File: src/rtl/osi_pkg.sv
package osi_pkg;

  localparam int SUM_W = 44;
  localparam int MAG_W = 32;
  localparam int HALF_W = 22;
  localparam int ROOT_W = 45;
  localparam int RAD_W = 90;
  localparam int LAYER_W = 10;
  localparam int STEP_W = 12;
  localparam int ID_W = 16;
  localparam int OSI_W = 16;
  localparam int DIV_STEPS = 16;
  localparam int DEFAULT_MAX_LAYERS = 1024;

  localparam logic [STEP_W-1:0] TOTAL_STEPS_RESET = 12'd4;
  localparam logic REG_TOTAL_STEPS = 1'b0;

  typedef struct packed {
    logic [SUM_W-1:0] mag;
    logic [SUM_W-1:0] vz;
    logic [SUM_W-1:0] vy;
    logic [SUM_W-1:0] vx;
  } entry_t;

endpackage

File: src/rtl/osi_norm.sv
module osi_norm (
  input  logic                       clk,
  input  logic                       rst,
  input  logic                       start,
  input  logic [osi_pkg::SUM_W-1:0]  a,
  input  logic [osi_pkg::SUM_W-1:0]  b,
  input  logic [osi_pkg::SUM_W-1:0]  c,
  output logic                       done,
  output logic [osi_pkg::ROOT_W-1:0] root
);
  import osi_pkg::*;

  localparam int ROOT_STEPS = RAD_W / 2;
  localparam int REM_W = ROOT_W + 2;
  localparam int CNT_W = $clog2(ROOT_STEPS);
  localparam logic [1:0] PART_LL = 2'd0;
  localparam logic [1:0] PART_HL = 2'd1;
  localparam logic [1:0] PART_HH = 2'd2;
  localparam logic [1:0] COMP_X = 2'd0;
  localparam logic [1:0] COMP_Y = 2'd1;
  localparam logic [1:0] COMP_Z = 2'd2;

  typedef enum logic [3:0] {
    N_IDLE  = 4'b0001,
    N_SQ    = 4'b0010,
    N_FLUSH = 4'b0100,
    N_ROOT  = 4'b1000
  } nstate_t;

  nstate_t state;
  logic [SUM_W-1:0] a_q, b_q, c_q;
  logic [1:0] comp, part, prod_part;
  logic [2*HALF_W-1:0] prod;
  logic prod_v;
  logic [RAD_W-1:0] acc, rad;
  logic [REM_W-1:0] rem;
  logic [CNT_W-1:0] cnt;

  logic [SUM_W-1:0] opnd;
  logic [HALF_W-1:0] mul_a, mul_b;
  logic [RAD_W-1:0] addend, acc_sum;
  logic [REM_W+1:0] rem_t, trial;
  logic ge;

  always_comb begin
    unique case (comp)
      COMP_X:  opnd = a_q;
      COMP_Y:  opnd = b_q;
      default: opnd = c_q;
    endcase
    mul_a = (part == PART_LL) ? opnd[HALF_W-1:0] : opnd[SUM_W-1:HALF_W];
    mul_b = (part == PART_HH) ? opnd[SUM_W-1:HALF_W] : opnd[HALF_W-1:0];
    unique case (prod_part)
      PART_LL: addend = RAD_W'(prod);
      PART_HL: addend = RAD_W'(prod) << (HALF_W + 1);
      default: addend = RAD_W'(prod) << (2 * HALF_W);
    endcase
    acc_sum = prod_v ? acc + addend : acc;
    rem_t = {rem, rad[RAD_W-1:RAD_W-2]};
    trial = {2'b00, root, 2'b01};
    ge = rem_t >= trial;
  end

  always_ff @(posedge clk) begin
    if (rst) begin
      state <= N_IDLE;
      done <= 1'b0;
      prod_v <= 1'b0;
    end else begin
      done <= 1'b0;
      unique case (state)
        N_IDLE: begin
          if (start) begin
            a_q <= a;
            b_q <= b;
            c_q <= c;
            comp <= COMP_X;
            part <= PART_LL;
            acc <= '0;
            prod_v <= 1'b0;
            state <= N_SQ;
          end
        end
        N_SQ: begin
          prod <= mul_a * mul_b;
          prod_part <= part;
          prod_v <= 1'b1;
          acc <= acc_sum;
          if (part == PART_HH) begin
            part <= PART_LL;
            comp <= comp + 2'd1;
            if (comp == COMP_Z) begin
              state <= N_FLUSH;
            end
          end else begin
            part <= part + 2'd1;
          end
        end
        N_FLUSH: begin
          prod_v <= 1'b0;
          rad <= acc_sum;
          rem <= '0;
          root <= '0;
          cnt <= '0;
          state <= N_ROOT;
        end
        N_ROOT: begin
          rem <= ge ? REM_W'(rem_t - trial) : REM_W'(rem_t);
          root <= {root[ROOT_W-2:0], ge};
          rad <= rad << 2;
          cnt <= cnt + CNT_W'(1);
          if (cnt == CNT_W'(ROOT_STEPS - 1)) begin
            done <= 1'b1;
            state <= N_IDLE;
          end
        end
        default: state <= N_IDLE;
      endcase
    end
  end

endmodule

File: config.mk
export PLATFORM = sky130hd
export DESIGN_NAME = osi_norm
export DESIGN_NICKNAME = d
export VERILOG_FILES = /design/src/rtl/osi_pkg.sv /design/src/rtl/osi_norm.sv
export SDC_FILE = /design/constraint.sdc
export NUM_CORES = 2
export LEC_CHECK = 0
export ABC_AREA = 1
export BUFFER_PORTS_ARGS = -buffer_cell sky130_fd_sc_hd__buf_2
export CAP_MARGIN = 40
export CORE_MARGIN = 4
export CORE_UTILIZATION = 45
export DETAILED_ROUTE_END_ITERATION = 10
export PLACE_DENSITY = 0.7
export SLEW_MARGIN = 0
export SYNTH_ARGS = -nofsm -noshare
export SYNTH_HDL_FRONTEND = slang
export SYNTH_SLANG_ARGS = --single-unit
export TNS_END_PERCENT = 5
File: constraint.sdc
create_clock -name clk -period 14.8 [get_ports clk]
set_input_delay 0 -clock clk [delete_from_list [all_inputs] [get_ports clk]]
set_output_delay 0 -clock clk [all_outputs]
set_load 0.02 [all_outputs]
## Word level (Yosys, flattened, before mapping)

Cells that the tools add are included.

| storage, ports and cells | value |
|---|---|
| register bits | 466 |
| input bits | 135 |
| output and inout port bits | 46 |
| logic and storage cells | 76 |

| cells by class | value |
|---|---|
| bitwise logic cells | 2 |
| eq/ne operators | 13 |
| $lt $le $gt $ge | 1 |
| $add $sub $neg | 5 |
| reductions and logical operators | 14 |
| muxes and demuxes | 25 |
| multiply operators | 1 |

Operators with widths:

| kind | count |
|---|---|
| case mux 90 bit (2 select lines) | 2 |
| two-way mux 90 bit | 2 |
| case mux 88 bit (2 select lines) | 1 |
| case mux 47 bit (2 select lines) | 1 |
| adder 90 bit | 1 |
| case mux 45 bit (2 select lines) | 1 |
| case mux 44 bit (2 select lines) | 1 |
| >= comparator 49 x 47 -> 1 bit | 1 |
| two-way mux 47 bit | 1 |
| subtractor 47 bit | 1 |
| multiplier 22 x 22 -> 44 bit | 1 |
| two-way mux 22 bit | 2 |
| two-way mux 4 bit | 4 |
| case mux 4 bit (4 select lines) | 1 |
| case mux 6 bit (2 select lines) | 1 |
| inequality test 2 bit (second input constant) | 4 |
| case mux 2 bit (2 select lines) | 2 |
| AND reduction 4 bit | 2 |
| adder 6 x 1 -> 6 bit (second input constant) | 1 |
| equality test 6 bit (second input constant) | 1 |
| logical NOT 2 bit | 3 |
| two-way mux 2 bit | 3 |
| AND reduction 2 bit | 3 |
| AND reduction 3 bit | 2 |
| 13 further kinds | 19 |

## Depth between registers and ports, before layout

| depth | value |
|---|---|
| depth in word-level cells | 5 |
| mapped depth | 37 |
| depth with buffers taken out | 33 |

## Worst setup path before layout

No wires, ideal clock.

| timing path | value |
|---|---|
| path type | register -> register |
| start point | reg state[0] |
| end point | reg cnt[0] (enable) |
| setup time | 0.798 ns |
| cell stages (with the launch flop) | 5 |
| setup slack | 4.239 ns |
| data arrival time | 9.763 ns |
| period minus slack after synthesis | 10.561 ns |
| data required time | 14.002 ns |
| buffers on the path | 1 |
| cell sequence | dfxtp_1 nor2_1 nand3_1 clkbuf_1 a21oi_1 |

| between the ends | value |
|---|---|
| word-level cells in the longest chain between the ends | 3 |
| elaborated cells on any way between the ends | 4 |
| classes of those cells | eq/ne: 2; reduce/logical: 2 |

RTL lines:

| what | RTL line | RTL |
|---|---|---|
| from (decl) | osi_norm.sv:30 | `nstate_t state;` |
| from (signal assigned) | osi_norm.sv:66 | `state <= N_IDLE;` |
| from (signal assigned) | osi_norm.sv:81 | `state <= N_SQ;` |
| from (signal assigned) | osi_norm.sv:93 | `state <= N_FLUSH;` |
| equality test 4 bit / equality test 4 x 3 -> 1 bit (equally long branches) | osi_norm.sv:71 | `unique case (state)` |
| nonzero test 2 bit (no source line) (*) | - |  |
| AND reduction 2 bit (no source line) (*) | - |  |
| to (signal assigned) | osi_norm.sv:111 | `cnt <= cnt + CNT_W'(1);` |
| to (decl) | osi_norm.sv:37 | `logic [CNT_W-1:0] cnt;` |

Every way passes the cells marked *; elsewhere a longest branch is shown, timed or not.
A chain may end at the register's enable or synchronous reset.

## Worst setup path after layout

| timing path | value |
|---|---|
| start point | reg part[0] |
| end point | reg prod[34] (data pin) |

| between the ends | value |
|---|---|
| word-level cells in the longest chain between the ends | 3 |
| elaborated cells on any way between the ends | 5 |
| classes of those cells | mul: 1; eq/ne: 1; mux: 2; reduce/logical: 1 |

RTL lines:

| what | RTL line | RTL |
|---|---|---|
| from (decl) | osi_norm.sv:32 | `logic [1:0] comp, part, prod_part;` |
| from (signal assigned) | osi_norm.sv:96 | `part <= part + 2'd1;` |
| equality test 2 bit / logical NOT 2 bit (equally long branches) | osi_norm.sv:52, osi_norm.sv:51 |  |
| two-way mux 22 bit (on tied branches) | osi_norm.sv:52, osi_norm.sv:51 |  |
| multiplier 22 x 22 -> 44 bit (*) | osi_norm.sv:85 | `prod <= mul_a * mul_b;` |
| to (signal assigned) | osi_norm.sv:85 |  |
| to (decl) | osi_norm.sv:33 | `logic [2*HALF_W-1:0] prod;` |

Marks and branches as above.

==> metrics.md <==
| Metric | Value |
|---|---|
| Ys flop type | `edfxtp_1` |
| Longest Clk Path Bufs | `3` |
| Mux cell area share after synthesis | `less than 1%` |
| H-tree depth reported by CTS | `2` |
| Syn Area/Cell | `~7.5 µm²` |
| Largest net degree at the start of global routing | `74` |
| # IOs | `~180` |
| First-pass GRT wire length | `approximately 250 mm` |
| Arr. time, crit path | `between 9 and 10 ns` |
| Die width | `around 330 µm` |
| Internal reg-to-reg setup slack | `about 5.5 ns` |
| Register area share after synthesis | `29.14%` |
| Num CTS Buffers | `55` |
| Utilization after layout | `50.70%` |
| CP max stage delay | `0.92 ns` |
| Worst skew pair latency | `around 0.68 ns` |
| NumNets Final | `approximately 7400` |
| Detailed Route WL | `roughly 160 mm` |
| Fill cells | `between 10000 and 15000` |
| Slew HR | `roughly 36%` |
| Port bufs | `between 150 and 200` |
| Post-Route Skew | `0.04508 ns` |
| Drt wl/cell | `19.91 µm` |
| Initial Utilization | `45.37%` |
| Dpl hpwl | `126.7 mm` |
| Ys Warns | `0` |
| Crit path required time | `between 15 and 20 ns` |
| Main combinational cell family by area after synthesis | `simple AND/OR/NAND/NOR gates` |
| Reg2reg end | `prod[34]$_DFFE_PP_` |
| Clock-pin slew on the worst setup and hold paths | `around 0.07 ns` |
| Number of global-route vias before repair | `between 40000 and 50000` |
| Iteration-0 DRC Markers | `approximately 4000` |
| Post-synth ARST share | `0%` |
| Critical Path, Cell by Cell | `inv_1, ha_1, inv_1, o21ai_1, inv_1, nor2_1, fa_1, fa_1, fa_1, fa_1, fa_1, fa_1, inv_1, fa_1, inv_1, ha_1, nand2_1, nor2_1, inv_1, nor2_1, nand3_1, o21ai_0, a21oi_1, xnor2_1` |
| Routed Antenna Nets | `0` |
| Simple-gate share of the synthesized area | `25.36%` |
| Cell count of the worst reg-to-reg path | `24` |
| CTS tree | `done` |
| Core area | `0.1054 mm²` |
| Distinct cell type count after synthesis | `53` |
| Crit path kind | `flip-flop to flip-flop` |
| Worst path slowest cell | `o21ai_1` |
| Final cycle utilization of the critical path | `about 63%` |
| Post-synthesis adder-cell area fraction | `24.54%` |
| Slew Viols, Final | `0` |
| Post-route minimum period | `9.335 ns` |
| Max Cap Viol | `0` |
| Gr ovfl total | `0` |
| Sinks on Clock Net | `roughly 470` |
| EDFF count, synth | `460` |
| Fin. Hold Viols | `0` |
| Share of layout cells above drive strength 1 | `7.080%` |
| Die ar. | `0.1115 mm²` |
| Syn_nets | `between 7000 and 8000` |
| Worst R2R Start | `part[0]$_SDFFCE_PN0P_` |
| Vias per Instance | `approximately 5.3` |
| Crit start category | `flip-flop` |
| Synth Area in Compound Gates | `7.433%` |
| Crit path max fanout | `24` |
| CTS resizes | `0` |
| Routability cong. | `between 1 and 1.5` |
| Worst setup startpoint | `part[0]$_SDFFCE_PN0P_` |
| Row cnt | `approximately 120` |
| Status | `completed` |
| Initial antenna violation count | `1` |
| Worst-Margin Slew | `roughly 0.95 ns` |
| Gr usage total | `around 29%` |
| DIE HEIGHT | `about 330 µm` |
| Most common cell on crit path | `fa_1` |
| Achievable Freq | `~110 MHz` |
| Gate Count Post-Synth | `about 6300` |
| XOR/XNOR Fraction of Synth Area | `a little over 2%` |
| FF+latch count, synth | `about 470` |
| Synth Cell Area | `about 0.048 mm²` |
| Setup_tns | `0 ns` |
| Clk root buf | `clkbuf_16` |
| Setup violations, final | `0` |
| Critical Path Sink | `prod[34]$_DFFE_PP_` |
| Hold Path Depth | `2` |
| Via count | `42462` |
| P&R area growth vs syn | `11.76%` |
| Worst setup EP type | `flip-flop` |
| RSZ-0062 raised after global routing | `false` |
| DRC | `0` |
| HP Class | `input pin to flip-flop` |
| Detailed Routing Iterations Pass 1 | `8` |
==> layer usage <==
metal,up-vias,share of wire [%],global-route usage [%]
met4,2,5.2,13.02
met3,369,7.9,4.346
met1,20108,43,39.08
met2,1823,44,45.76
li1,20160,-,-
met5,-,0.0081,0
==> worst min path at each step <==
stage | start | endpoint | slack (ns)
final | b[39] | b_q[39]$_DFFE_PP_ | 0.03
after global routing | a[22] | a_q[22]$_DFFE_PP_ | 0.02
after CTS | b[18] | b_q[18]$_DFFE_PP_ | 0.0009
after detailed placement | a[27] | a_q[27]$_DFFE_PP_ | 0.18
after global placement | b[16] | b_q[16]$_DFFE_PP_ | 0.18
after floorplan | a[0] | a_q[0]$_DFFE_PP_ | 0.1
==> state kept, by name (all words and copies together), names as in the netlist <==
name	count
prod_part	2
comp	2
a_q	44
prod_v	1
b_q	44
state	4
rem	47
rad	90
root	45
done	1
acc	90
c_q	44
cnt	6
part	2
prod	44
==> layout by cell type (no fill, tap or decap), types with 142 or more instances in the layout <==
cell           netlist  final
fa_1               398    398
nor2_1             899    897
a21oi_1            234    233
buf_2               72    180
nand2_1           1723   1723
edfxtp_1           460    460
nand3_1            225    223
o21ai_0            157    153
dlygate4sd3_1        0    142
inv_1             1215   1215
ha_1               301    299
==> final cells by class <==
cell class | instances | area, µm² | area share, %
timing repair buffer | 379 | 2875 | 5.380
multi-input combinational | 4460 | 28470 | 53.27
clock buffer | 67 | 1421 | 2.659
inverter | 1249 | 4693 | 8.781
clock inverter | 32 | 304.0 | 0.5689
antenna | 1 | 2.502 | 0.004682
sequential | 466 | 13940 | 26.08
tap | 1391 | 1740 | 3.256
==> per-stage QoR <==
stage | setup WS (ns) | instance area [µm²] | std cells | hold WS (ns)
global placement | 5.680 | 50080 | 7791 | 0.1763
detailed placement | 5.610 | 50300 | 7803 | 0.1781
global route | 4.931 | 53450 | 8044 | 0.02419
finish | 5.465 | 53450 | 8045 | 0.03126
CTS | 5.604 | 53450 | 8044 | 0.0008610
floorplan | 4.239 | 47820 | 6341 | 0.09887
==> synthesized netlist by cell type (44+ instances only) <==
master | number | area share [%]
nor2_1 | 899 | 7.1
a21oi_1 | 234 | 2.4
buf_2 | 72 | 0.75
o22ai_1 | 44 | 0.58
nand3_1 | 225 | 2.4
fa_1 | 398 | 17
o21ai_0 | 157 | 1.6
nand2_1 | 1723 | 14
xnor2_1 | 72 | 1.3
inv_1 | 1215 | 9.5
edfxtp_1 | 460 | 29
ha_1 | 301 | 7.9
or2_2 | 82 | 1.1
clkbuf_1 | 68 | 0.53
a22o_1 | 44 | 0.81
==> worst max-delay path: cells and delay by family (launching register included) <==
family                     cells  cell delay [ns]
DFF                            1             0.41
buffers and inverters          6             1.47
xor gates and xnor gates       1             0.16
and+or+nand+nor                5             0.76
adders and majority gates      9             4.72
AOI/OAI and AO/OA              3             1.53
==> timing repair <==
item                      in CTS  in global routing
buffers inserted               0                  0
hold endpoints to repair     140                  0
hold buffers                 142                  0
==> cell families (layout without fill, tap and decap cells) <==
logic type / Yosys count / in the layout
and+or+nand+nor: 3037 / 3037
buffers and inverters: 1415 / 1727
adders and majority gates: 699 / 699
AOI/OAI and AO/OA: 611 / 611
DFF: 466 / 466
xor gates and xnor gates: 112 / 112
muxes: 1 / 1
other: 0 / 1
Power is left out: the tool's default activity adds up to more than one toggle a clock period on the data nets, which glitch-free logic cannot reach.
